### src/hw/rtl/assert_macros.svh
// Assertion macros shared by the parser RTL.
// Expects signals clk and rst_n in the scope of each use.
`ifndef ASSERT_MACROS_SVH
`define ASSERT_MACROS_SVH

// Property checked on every rising edge outside reset.
`define ASSERT_CLK(label, prop) \
  label: assert property (@(posedge clk) disable iff (!rst_n) prop) \
    else $error("assertion failed");

// Condition that must never hold outside reset.
`define ASSERT_NEVER(label, cond) \
  `ASSERT_CLK(label, !(cond))

`endif

### src/hw/rtl/v6p_pkg.sv
// Package for the IPv6 text address parser.
// Types and constants shared by front, queue and scanner; no dependencies.
package v6p_pkg;

  localparam int unsigned MAX_GROUPS  = 8;
  localparam int unsigned MAX_DIGITS  = 4;
  localparam int unsigned QUEUE_DEPTH = 2;

  localparam logic [7:0] CHAR_END   = 8'h00;
  localparam logic [7:0] CHAR_COLON = 8'h3A;

  typedef enum logic [2:0] {
    PH_START       = 3'd0,
    PH_LEAD_COLON  = 3'd1,
    PH_AFTER_GAP   = 3'd2,
    PH_AFTER_COLON = 3'd3,
    PH_IN_GROUP    = 3'd4
  } phase_t;

  typedef struct packed {
    logic       is_end;
    logic       is_colon;
    logic       is_hex;
    logic [3:0] hex_val;
  } char_item_t;

endpackage

### src/hw/rtl/ipv6_text_address_parser_unit.sv
// IPv6 text address parser, top level.
// Depends on v6p_pkg, v6p_front, v6p_queue and v6p_scan.
//
// Usage:
//   Input channel (in_valid/in_ready/in_char_code) takes one text byte per
//   item. A zero byte ends the string and yields one result item on the
//   output channel (out_valid/out_ready/out_addr_valid/out_addr_high/
//   out_addr_low); other bytes yield nothing.
//   out_addr_high holds groups 0..3 (group 0 on top), out_addr_low groups
//   4..7. An invalid text gives out_addr_valid = 0 and a zero address.
//   Throughput: one byte per cycle while in_ready is high. A zero byte is
//   first written into the queue; once it reaches the head of the queue and
//   no result waits or out_ready is high, the scanner pops it and the result
//   register takes the address.
//   Stall: while a result waits on out_ready, further non-zero bytes are
//   still scanned; the next zero byte waits in the queue, and once the queue
//   holds two items in_ready drops.
//   Reset: synchronous, active low; clears the queue, scan state and the
//   result valid. Scan state also returns to start after every result.
module ipv6_text_address_parser_unit (
  input  logic        clk,
  input  logic        rst_n,
  input  logic        in_valid,
  output logic        in_ready,
  input  logic [7:0]  in_char_code,
  output logic        out_valid,
  input  logic        out_ready,
  output logic        out_addr_valid,
  output logic [63:0] out_addr_high,
  output logic [63:0] out_addr_low
);

  logic                q_full;
  logic                push;
  v6p_pkg::char_item_t push_item;
  logic                pop;
  logic                q_valid;
  v6p_pkg::char_item_t q_item;

  v6p_front u_front (
    .in_valid     (in_valid),
    .in_char_code (in_char_code),
    .in_ready     (in_ready),
    .q_full       (q_full),
    .push         (push),
    .push_item    (push_item)
  );

  v6p_queue u_queue (
    .clk       (clk),
    .rst_n     (rst_n),
    .push      (push),
    .push_item (push_item),
    .full      (q_full),
    .pop       (pop),
    .q_valid   (q_valid),
    .q_item    (q_item)
  );

  v6p_scan u_scan (
    .clk            (clk),
    .rst_n          (rst_n),
    .q_valid        (q_valid),
    .q_item         (q_item),
    .pop            (pop),
    .out_valid      (out_valid),
    .out_ready      (out_ready),
    .out_addr_valid (out_addr_valid),
    .out_addr_high  (out_addr_high),
    .out_addr_low   (out_addr_low)
  );

endmodule

### src/hw/rtl/v6p_front.sv
// Front end: input handshake and character classification.
// Depends on v6p_pkg; feeds v6p_queue.
module v6p_front (
  input  logic                in_valid,
  input  logic [7:0]          in_char_code,
  output logic                in_ready,
  input  logic                q_full,
  output logic                push,
  output v6p_pkg::char_item_t push_item
);

  logic [7:0] c;

  assign c        = in_char_code;
  assign in_ready = !q_full;
  assign push     = in_valid && !q_full;

  always_comb begin
    push_item.is_end   = (c == v6p_pkg::CHAR_END);
    push_item.is_colon = (c == v6p_pkg::CHAR_COLON);
    push_item.is_hex   = 1'b1;
    push_item.hex_val  = 4'd0;
    if (c >= 8'h30 && c <= 8'h39) begin
      push_item.hex_val = c[3:0];
    end else if ((c >= 8'h61 && c <= 8'h66) || (c >= 8'h41 && c <= 8'h46)) begin
      push_item.hex_val = 4'(c[2:0] + 3'd1) + 4'd8;
    end else begin
      push_item.is_hex = 1'b0;
    end
  end

endmodule

### src/hw/rtl/v6p_queue.sv
// Two-entry queue of classified items between front and scanner.
// Depends on v6p_pkg and assert_macros.svh.
`include "assert_macros.svh"
module v6p_queue (
  input  logic                clk,
  input  logic                rst_n,
  input  logic                push,
  input  v6p_pkg::char_item_t push_item,
  output logic                full,
  input  logic                pop,
  output logic                q_valid,
  output v6p_pkg::char_item_t q_item
);

  localparam int unsigned CW = $clog2(v6p_pkg::QUEUE_DEPTH + 1);
  localparam int unsigned PW = $clog2(v6p_pkg::QUEUE_DEPTH);

  v6p_pkg::char_item_t mem_r [v6p_pkg::QUEUE_DEPTH];
  logic [PW-1:0] wr_ptr_r, wr_ptr_nxt;
  logic [PW-1:0] rd_ptr_r, rd_ptr_nxt;
  logic [CW-1:0] count_r, count_nxt;

  assign full    = (count_r == CW'(v6p_pkg::QUEUE_DEPTH));
  assign q_valid = (count_r != '0);
  assign q_item  = mem_r[rd_ptr_r];

  always_comb begin
    wr_ptr_nxt = wr_ptr_r;
    rd_ptr_nxt = rd_ptr_r;
    count_nxt  = count_r;
    if (push) begin
      wr_ptr_nxt = (wr_ptr_r == PW'(v6p_pkg::QUEUE_DEPTH - 1)) ? '0 : wr_ptr_r + 1'b1;
    end
    if (pop) begin
      rd_ptr_nxt = (rd_ptr_r == PW'(v6p_pkg::QUEUE_DEPTH - 1)) ? '0 : rd_ptr_r + 1'b1;
    end
    if (push && !pop) begin
      count_nxt = count_r + 1'b1;
    end else if (!push && pop) begin
      count_nxt = count_r - 1'b1;
    end
  end

  always_ff @(posedge clk) begin
    if (!rst_n) begin
      wr_ptr_r <= '0;
      rd_ptr_r <= '0;
      count_r  <= '0;
    end else begin
      wr_ptr_r <= wr_ptr_nxt;
      rd_ptr_r <= rd_ptr_nxt;
      count_r  <= count_nxt;
    end
  end

  always_ff @(posedge clk) begin
    if (push) begin
      mem_r[wr_ptr_r] <= push_item;
    end
  end

  `ASSERT_NEVER(a_pop_empty, pop && !q_valid)
  `ASSERT_CLK(a_count_track, (push && !pop) |=> (count_r == $past(count_r) + 1'b1))

endmodule

### src/hw/rtl/v6p_scan.sv
// Back end: scan state per character, gap expansion and result register.
// Depends on v6p_pkg and assert_macros.svh.
`include "assert_macros.svh"
module v6p_scan (
  input  logic                clk,
  input  logic                rst_n,
  input  logic                q_valid,
  input  v6p_pkg::char_item_t q_item,
  output logic                pop,
  output logic                out_valid,
  input  logic                out_ready,
  output logic                out_addr_valid,
  output logic [63:0]         out_addr_high,
  output logic [63:0]         out_addr_low
);

  logic [15:0]      store_r [v6p_pkg::MAX_GROUPS];
  logic [15:0]      store_nxt [v6p_pkg::MAX_GROUPS];
  logic [3:0]       count_r, count_nxt;
  logic             gap_seen_r, gap_seen_nxt;
  logic [3:0]       gap_pos_r, gap_pos_nxt;
  logic [15:0]      digit_r, digit_nxt;
  logic [2:0]       dcount_r, dcount_nxt;
  v6p_pkg::phase_t  phase_r, phase_nxt;
  logic             err_r, err_nxt;

  logic             out_valid_r, out_valid_nxt;
  logic             out_addr_valid_r;
  logic [63:0]      out_addr_high_r, out_addr_low_r;

  logic [15:0]      fin_store [v6p_pkg::MAX_GROUPS];
  logic [15:0]      fin_g [v6p_pkg::MAX_GROUPS];
  logic [3:0]       fin_n;
  logic [3:0]       zeros;
  logic             fin_ok;
  logic [127:0]     fin_addr;
  logic             pop_end;

  assign pop     = q_valid && (!q_item.is_end || !out_valid_r || out_ready);
  assign pop_end = pop && q_item.is_end;

  // Start a group with its first digit, or flag an error when all groups are used.
  function automatic void begin_group(
    input  logic [3:0]      cnt,
    input  logic [3:0]      hv,
    output logic            err,
    output logic [15:0]     dig,
    output logic [2:0]      dcnt,
    output v6p_pkg::phase_t ph,
    input  logic [15:0]     dig_in,
    input  logic [2:0]      dcnt_in,
    input  v6p_pkg::phase_t ph_in
  );
    err  = 1'b0;
    dig  = dig_in;
    dcnt = dcnt_in;
    ph   = ph_in;
    if (cnt >= 4'(v6p_pkg::MAX_GROUPS)) begin
      err = 1'b1;
    end else begin
      dig  = {12'd0, hv};
      dcnt = 3'd1;
      ph   = v6p_pkg::PH_IN_GROUP;
    end
  endfunction

  always_comb begin
    logic bg_err;
    store_nxt    = store_r;
    count_nxt    = count_r;
    gap_seen_nxt = gap_seen_r;
    gap_pos_nxt  = gap_pos_r;
    digit_nxt    = digit_r;
    dcount_nxt   = dcount_r;
    phase_nxt    = phase_r;
    err_nxt      = err_r;
    bg_err       = 1'b0;
    if (pop_end) begin
      count_nxt    = '0;
      gap_seen_nxt = 1'b0;
      gap_pos_nxt  = '0;
      digit_nxt    = '0;
      dcount_nxt   = '0;
      phase_nxt    = v6p_pkg::PH_START;
      err_nxt      = 1'b0;
    end else if (pop && !err_r) begin
      unique case (phase_r)
        v6p_pkg::PH_START: begin
          if (q_item.is_colon) begin
            phase_nxt = v6p_pkg::PH_LEAD_COLON;
          end else if (q_item.is_hex) begin
            begin_group(count_r, q_item.hex_val, bg_err, digit_nxt, dcount_nxt, phase_nxt,
                        digit_r, dcount_r, phase_r);
            err_nxt = bg_err;
          end else begin
            err_nxt = 1'b1;
          end
        end
        v6p_pkg::PH_LEAD_COLON: begin
          if (q_item.is_colon) begin
            gap_seen_nxt = 1'b1;
            gap_pos_nxt  = '0;
            phase_nxt    = v6p_pkg::PH_AFTER_GAP;
          end else begin
            err_nxt = 1'b1;
          end
        end
        v6p_pkg::PH_AFTER_GAP: begin
          if (q_item.is_hex) begin
            begin_group(count_r, q_item.hex_val, bg_err, digit_nxt, dcount_nxt, phase_nxt,
                        digit_r, dcount_r, phase_r);
            err_nxt = bg_err;
          end else begin
            err_nxt = 1'b1;
          end
        end
        v6p_pkg::PH_AFTER_COLON: begin
          if (q_item.is_colon) begin
            if (gap_seen_r) begin
              err_nxt = 1'b1;
            end else begin
              gap_seen_nxt = 1'b1;
              gap_pos_nxt  = count_r;
              phase_nxt    = v6p_pkg::PH_AFTER_GAP;
            end
          end else if (q_item.is_hex) begin
            begin_group(count_r, q_item.hex_val, bg_err, digit_nxt, dcount_nxt, phase_nxt,
                        digit_r, dcount_r, phase_r);
            err_nxt = bg_err;
          end else begin
            err_nxt = 1'b1;
          end
        end
        v6p_pkg::PH_IN_GROUP: begin
          if (q_item.is_hex) begin
            if (dcount_r >= 3'(v6p_pkg::MAX_DIGITS)) begin
              err_nxt = 1'b1;
            end else begin
              digit_nxt  = {digit_r[11:0], q_item.hex_val};
              dcount_nxt = dcount_r + 3'd1;
            end
          end else if (q_item.is_colon) begin
            store_nxt[count_r[2:0]] = digit_r;
            count_nxt  = count_r + 4'd1;
            digit_nxt  = '0;
            dcount_nxt = '0;
            phase_nxt  = v6p_pkg::PH_AFTER_COLON;
          end else begin
            err_nxt = 1'b1;
          end
        end
        default: begin
          err_nxt = 1'b1;
        end
      endcase
    end
  end

  // Final commit and gap expansion.
  always_comb begin
    fin_store = store_r;
    fin_n     = count_r;
    fin_ok    = !err_r;
    zeros     = '0;
    for (int j = 0; j < v6p_pkg::MAX_GROUPS; j++) begin
      fin_g[j] = '0;
    end
    if (fin_ok) begin
      if (phase_r == v6p_pkg::PH_IN_GROUP) begin
        fin_store[count_r[2:0]] = digit_r;
        fin_n = count_r + 4'd1;
      end else if (phase_r != v6p_pkg::PH_AFTER_GAP) begin
        fin_ok = 1'b0;
      end
    end
    if (fin_ok) begin
      if (gap_seen_r) begin
        if (fin_n > 4'(v6p_pkg::MAX_GROUPS) || gap_pos_r > fin_n) begin
          fin_ok = 1'b0;
        end else begin
          zeros = 4'(v6p_pkg::MAX_GROUPS) - fin_n;
          for (int j = 0; j < v6p_pkg::MAX_GROUPS; j++) begin
            if (4'(j) < gap_pos_r) begin
              fin_g[j] = fin_store[j];
            end else if (4'(j) >= gap_pos_r + zeros) begin
              fin_g[j] = fin_store[3'(4'(j) - zeros)];
            end
          end
        end
      end else if (fin_n == 4'(v6p_pkg::MAX_GROUPS)) begin
        fin_g = fin_store;
      end else begin
        fin_ok = 1'b0;
      end
    end
    for (int j = 0; j < v6p_pkg::MAX_GROUPS; j++) begin
      fin_addr[127 - 16*j -: 16] = fin_ok ? fin_g[j] : 16'd0;
    end
  end

  always_comb begin
    out_valid_nxt = out_valid_r;
    if (pop_end) begin
      out_valid_nxt = 1'b1;
    end else if (out_ready) begin
      out_valid_nxt = 1'b0;
    end
  end

  always_ff @(posedge clk) begin
    if (!rst_n) begin
      count_r     <= '0;
      gap_seen_r  <= 1'b0;
      gap_pos_r   <= '0;
      digit_r     <= '0;
      dcount_r    <= '0;
      phase_r     <= v6p_pkg::PH_START;
      err_r       <= 1'b0;
      out_valid_r <= 1'b0;
    end else begin
      count_r     <= count_nxt;
      gap_seen_r  <= gap_seen_nxt;
      gap_pos_r   <= gap_pos_nxt;
      digit_r     <= digit_nxt;
      dcount_r    <= dcount_nxt;
      phase_r     <= phase_nxt;
      err_r       <= err_nxt;
      out_valid_r <= out_valid_nxt;
    end
  end

  always_ff @(posedge clk) begin
    store_r <= store_nxt;
    if (pop_end) begin
      out_addr_valid_r <= fin_ok;
      out_addr_high_r  <= fin_addr[127:64];
      out_addr_low_r   <= fin_addr[63:0];
    end
  end

  assign out_valid      = out_valid_r;
  assign out_addr_valid = out_addr_valid_r;
  assign out_addr_high  = out_addr_high_r;
  assign out_addr_low   = out_addr_low_r;

  `ASSERT_CLK(a_clear_after_end,
              pop_end |=> (phase_r == v6p_pkg::PH_START && count_r == '0 && !err_r))
  `ASSERT_NEVER(a_invalid_nonzero,
                out_valid_r && !out_addr_valid_r &&
                (out_addr_high_r != '0 || out_addr_low_r != '0))

endmodule

### config.mk
export PLATFORM = sky130hd
export DESIGN_NAME = ipv6_text_address_parser_unit
export DESIGN_NICKNAME = d
export VERILOG_FILES = /design/src/hw/rtl/v6p_pkg.sv /design/src/hw/rtl/ipv6_text_address_parser_unit.sv /design/src/hw/rtl/v6p_front.sv /design/src/hw/rtl/v6p_queue.sv /design/src/hw/rtl/v6p_scan.sv
export VERILOG_INCLUDE_DIRS = /design/src /design/src/hw/rtl
export SDC_FILE = /design/constraint.sdc
export NUM_CORES = 1
export LEC_CHECK = 0
export ABC_CLOCK_PERIOD_IN_PS = 7600
export BUFFER_PORTS_ARGS = -buffer_cell sky130_fd_sc_hd__buf_4
export CAP_MARGIN = 20
export CORE_AREA = 4 4 204 206
export CTS_BUF_LIST = sky130_fd_sc_hd__clkbuf_16
export DETAILED_ROUTE_END_ITERATION = 10
export DIE_AREA = 0 0 208 210
export PLACE_DENSITY = 0.77
export SYNTH_ARGS = -nofsm -noshare
export SYNTH_HDL_FRONTEND = slang
export SYNTH_HIERARCHICAL = 1
export SYNTH_SLANG_ARGS = --single-unit
### constraint.sdc
create_clock -name clk -period 7.6 [get_ports clk]
set_clock_uncertainty 0.05 [all_clocks]
set_input_delay 0.38 -clock clk [delete_from_list [all_inputs] [get_ports clk]]
set_output_delay 0.38 -clock clk [all_outputs]
set_load 0.01 [all_outputs]
# Word level (Yosys, flattened, before mapping)
# Memory sizes are Yosys's and may differ from the RTL's. A register that Yosys moved wholly into a read port is not among the register bits.
# Index checks and enable logic that the tools add are counted.
# totals
ff_bits,294
ramBits,14
in_bits,12
output_inout_bits,131
word_cells,255
n_memories,1
# memory_table
memory,depth,width,rd,rd_ports_with_merged_regs,wr,line_no,rtl
u_queue.mem_r,2,7,1,1,1,v6p_queue.sv:18,v6p_pkg::char_item_t mem_r [v6p_pkg::QUEUE_DEPTH];
# classes
add_sub_neg,18
order_cmp,36
eq_ne,20
mux,107
bitwise_logic,12
n_reduce_logical,39
# ops
cell,n
128-bit two-way mux,5
16-bit two-way mux,39
16-bit binary-select mux with 3-bit select,8
128-bit bitwise mux,1
16-bit demux with 3-bit select,1
16-bit one-hot mux with 3 select lines,1
3-bit two-way mux,14
"4-bit greater-or-equal comparator, second input constant",10
3-bit inverter with 4-bit output,9
4-bit two-way mux,7
1-bit two-way mux,25
"3-bit by 4-bit greater-or-equal comparator with 1-bit output, first input constant",4
"8-bit by 7-bit greater-or-equal comparator with 1-bit output, second input constant",2
"8-bit by 7-bit <= comparator with 1-bit output, second input constant",2
"3-bit by 4-bit < comparator with 1-bit output, first input constant",4
3-bit one-hot mux with 5 select lines,1
5-bit AND reduction,3
"2-bit inequality test, second input constant",7
"3-bit subtractor, first input constant",4
1-bit logical AND,10
"3-bit by 2-bit inequality test with 1-bit output, second input constant",3
"3-bit inequality test, second input constant",3
3-bit one-hot mux with 3 select lines,1
"8-bit by 6-bit == test with 1-bit output, second input constant",1
42 further kinds,67

# Logic depth before layout (Yosys ltp)
# depth
depth_word,15
mapped_depth,24
depth_no_buf,15

# Cells and area by module
# Netlist, hierarchy kept.
# by_module_without_submodules
mod,instances,cells_per_inst,area_each_um2,seq_area_each_um2
v6p_scan,1,2075,21064.0,8378.0
v6p_queue,1,44,725.7,520.5
v6p_front,1,32,236.5,0.0

# Worst setup path before layout
# Ideal clock, no wire load.
# synth_path
path_type,register to register
start,register u_scan.phase_r[2]
end,register u_scan/store_r[0] in the netlist's numbering (enable)
setup_ns,0.617
t_arrival_ns,7.306
t_required_ns,6.933
setup_slack_ns,-0.373
path_stages_with_launch,8
n_path_buf,4
period_less_slack_ns,7.973
path_cell_list,dfxtp_1 > buf_4 > nor4b_2 > clkbuf_1 > buf_1 > buf_2 > nand4_1 > nor2_1
# synth_between
elab_chain_len,2
# synth_lines
item,line_no,rtl
from (decl),v6p_scan.sv:24,"v6p_pkg::phase_t phase_r, phase_nxt;"
from (signal assigned),v6p_scan.sv:217,phase_r <= v6p_pkg::PH_START;
from (signal assigned),v6p_scan.sv:226,phase_r <= phase_nxt;
3-bit == test,v6p_scan.sv:87,unique case (phase_r)
5-bit AND reduction (no source line),-,
to (signal assigned),v6p_scan.sv:233,store_r <= store_nxt;
to (decl),v6p_scan.sv:17,logic [15:0] store_r [v6p_pkg::MAX_GROUPS];
# Every way passes these cells.
# A chain may end at the register's enable or synchronous reset.

# Final worst setup path
# layout_path
start,register u_scan.count_r[0]
end,"register u_scan.out_addr_high_r[52], in the netlist u_scan/out_addr_high[52], data pin"
# layout_between
elab_chain_len,15
word_cells_on_any_way,34
classes_between,4 x add/sub; 5 x order compare; 1 x eq/ne; 19 x mux; 2 x bitwise; 3 x reduce/logical
# layout_lines
item,line_no,rtl
from (decl),v6p_scan.sv:19,"logic [3:0] count_r, count_nxt;"
from (signal assigned),v6p_scan.sv:221,count_r <= count_nxt;
"parallel branches: the longest is 15 deep, another holds 4-bit by 1-bit adder with 4-bit output",-,
to (signal assigned),v6p_scan.sv:236,out_addr_high_r <= fin_addr[127:64];
to (decl),v6p_scan.sv:29,"logic [63:0] out_addr_high_r, out_addr_low_r;"
# Parallel ways; which one is timed is not known. The select of a mux whose other input is x is not followed.

==> run_results.csv <==
group,metric,value,unit
timing,setup_slack,1.33,ns
yosys,synth_fp_nets,2182,
place,io_buffers,142,
yosys,yosys.cell_count.top_type,"mux2i_1",
cts,clk_latency,0.57,ns
cts,cts_buffer_depth,3,
floorplanning,start_util,0.556,
drt,first_pass_iters,7,
place,hpwl,56800,um
flow_run,drv_cap,0,
drt,drc,0,
global_routing,antenna_found_initial,4,
floorplanning,std_cell_rows,73,
worst_setup_path,r2r_end,"u_scan/out_addr_high[52]$_SDFFCE_PN0P_",
timing,setup_viol_count_final,0,
cts,cts_hold_buf,0,
global_routing,grt_max_degree,80,
cts,cts.sinks,309,
floorplanning,die_h,210,um
yosys,synth.distinct_cells,69,
worst_setup_path,worst_setup_path_end_kind,"flip-flop",
hold_path,hp-class,"in -> reg",
timing,worstMarginPinSlew,1.30,ns
global_routing,track_usage,0.386,
timing,slew_headroom,0.132,
layout,layout.nets,2217,
timing,grt_setup_unrepaired,"no",
yosys,synth_edf_count,271,
timing,min_period,6.27,ns
yosys,synth-async-reset-ratio,0,
worst_setup_path,reg2reg_depth,16,
worst_setup_path,cp.required,7.95,ns
power_and_ir_drop,power,6.57,mW
power_and_ir_drop,leakage,8.81,nW
power_and_ir_drop,p_per_area,266,nW/um2
worst_setup_path,crit_type,"reg -> reg",
timing,fmax,159,MHz
timing,hold_viol_final,0,
yosys,netlist_area,22000,um2
layout,area_growth,12.2,%
timing,maxSlewViolCount,0,
drt,vias_per_cell,7.37,
hold_path,worst_hold_startpoint,"rst_n",
floorplanning,core,39600,um2
outcome,violations,"antenna rules",
yosys,synth_seq_cells,309,
place,gp_congestion,0.980,
cts,cts_tree,"built",
cts,h-tree-depth,2,
yosys,synth_ff_type,"edfxtp_1",
global_routing,grt_pass1_vias,18700,
hold_path,whs_path_depth,2,
yosys,yosys_warnings,6,
cts,cts_setup_buffers,0,
yosys,yosysTopAreaCellShare,0.369,
yosys,ys_seq_area_frac,0.404,
worst_setup_path,worstReg2RegStart,"u_scan/count_r[0]$_SDFFE_PP0P_",
floorplanning,ios,143,
hold_path,whs_endpoint,"u_scan/out_valid$_SDFFE_PN0P_",
timing,whs,0.0409,ns
cts,ctsResizeCount,0,
drt,drt-total-wl,88500,um
global_routing,grt_remaining_overflow,0,
worst_setup_path,r2r_setup_slack,1.33,ns
worst_setup_path,cp-start-kind,"flip-flop",
worst_setup_path,critPathArrivalTime,6.62,ns
yosys,syn_avg_cell_area,10.2,um2
layout,utilization,0.623,
yosys,synthTopCellsByArea,"edfxtp_1, mux2i_1, mux2_2",
timing,period_share,0.825,
yosys,syn_inst,2151,
timing,finalSetupTns,0,ns
drt,num_vias,20200,
cts,numCtsBuffers,36,
drt,ant_nets,1,
outcome,status,"finished with violations",
floorplanning,die_w,208,um
yosys,yosysTopAreaCell,"edfxtp_1",
layout,drive_gt1_frac,0.224,
worst_setup_path,cp_max_fo,72,
power_and_ir_drop,ir_drop,186,uV
cts,clk_pin_slew,0.06,ns
global_routing,grt_pass1_wl,127000,um
yosys,netlist_top_cells_count,"mux2i_1, edfxtp_1, mux2_2",
drt,wire_per_inst,32.3,um
drt,drt_iter0_drc,3138,
cts,clockRootBuffer,"clkbuf_16",
floorplanning,dieArea,43700,um2
place,dp_slack,1.59,ns
[worst max path at each step]
stage	end	start	slack (ns)
global route	u_scan/out_addr_high[52]$_SDFFCE_PN0P_	u_scan/count_r[0]$_SDFFE_PP0P_	1.16
CTS	u_scan/out_addr_high[52]$_SDFFCE_PN0P_	u_scan/count_r[0]$_SDFFE_PP0P_	1.54
finish	u_scan/out_addr_high[52]$_SDFFCE_PN0P_	u_scan/count_r[0]$_SDFFE_PP0P_	1.33
global placement	u_scan/out_addr_high[52]$_SDFFCE_PN0P_	u_scan/count_r[0]$_SDFFE_PP0P_	1.66
floorplan	u_scan/out_addr_high[0]$_SDFFCE_PN0P_	flip-flop	0.77
detailed placement	u_scan/out_addr_high[52]$_SDFFCE_PN0P_	u_scan/count_r[0]$_SDFFE_PP0P_	1.59
[state kept, by name, summed over array words and instances, names as in the netlist, 2 cells and up, named ones only]
name,flops
u_queue/count_r,2
u_scan/out_addr_high,64
u_scan/dcount_r,3
u_scan/digit_r,16
u_scan/gap_pos_r,4
u_scan/count_r,4
u_queue/mem_r,14
u_scan/out_addr_low,64
u_scan/store_r,128
u_scan/phase_r,3
[metrics by stage]
stage | area [um2] | std cells
finish | 24700 | 2740
global route | 24700 | 2735
CTS | 24600 | 2732
detailed placement | 23500 | 2670
global placement | 23500 | 2668
floorplan | 22000 | 2151
[critical path, stage by stage, from the launching register on]
cell,delay (ns)
dfxtp_4,0.94
inv_1,0.14
ha_1,0.43
nand2_1,0.12
nand2_1,0.09
buf_4,0.49
inv_1,0.18
ha_2,0.38
buf_4,0.41
inv_2,0.10
fa_1,0.39
xor2_1,0.35
nand2_1,0.13
or4_1,0.93
or3_1,0.54
buf_4,0.26
o22ai_1,0.17
[metal layers]
layer,up-vias,wire (um),share of wire,global-route usage
met5,-,57,0.00064,0
met4,6,4530,0.051,0.163
met3,305,14200,0.16,0.153
met2,1683,35800,0.40,0.535
met1,9791,33900,0.38,0.540
li1,8400,-,-,-
[logic make-up (layout without fill, tap and decap cells)]
kind of cell	after synthesis	count (layout)	share of synthesized area
compound gates	606	606	0.196
mux	502	502	0.246
simple gates	455	455	0.0937
flops	309	309	0.404
buf+inv	245	304	0.0433
fa+ha+maj	19	19	0.0111
xor+xnor	15	15	0.00596
other cells	0	5	0
[layout make-up]
| type | count | area [um2] |
|---|---|---|
| clock inverter | 25 | 174 |
| tap | 525 | 657 |
| antenna | 5 | 12.5 |
| timing repair buffer | 205 | 1610 |
| multi-input combinational | 1597 | 12300 |
| sequential | 309 | 8900 |
| clock buffer | 37 | 926 |
| inverter | 37 | 139 |
| fill | 3251 | 14900 |
[power by group]
| part | switching, mW | internal, mW | total, mW | leakage [nW] |
|---|---|---|---|---|
| Sequential | 0.177 | 2.10 | 2.27 | 2.63 |
| Combinational | 1.65 | 0.967 | 2.62 | 5.62 |
| Clock | 0.728 | 0.949 | 1.68 | 0.552 |
[cell usage in the layout (no fill, tap or decap), types with 18 or more instances in the layout]
master,Yosys,final
o22a_1,42,42
clkbuf_16,0,37
edfxtp_1,271,271
o22ai_1,90,90
a22oi_1,48,48
dfxtp_1,38,37
o221ai_1,42,42
o21ai_0,73,73
buf_4,1,200
nand2_1,148,147
mux2_2,170,170
nor2_1,153,142
a31oi_1,33,33
mux2i_1,317,317
a22o_1,31,31
inv_1,35,41
nor3_1,57,54
nand3_1,29,29
a21boi_0,61,61
a21oi_1,70,69
a21o_1,18,18
Note: power is estimated with default switching activity, not from simulation.
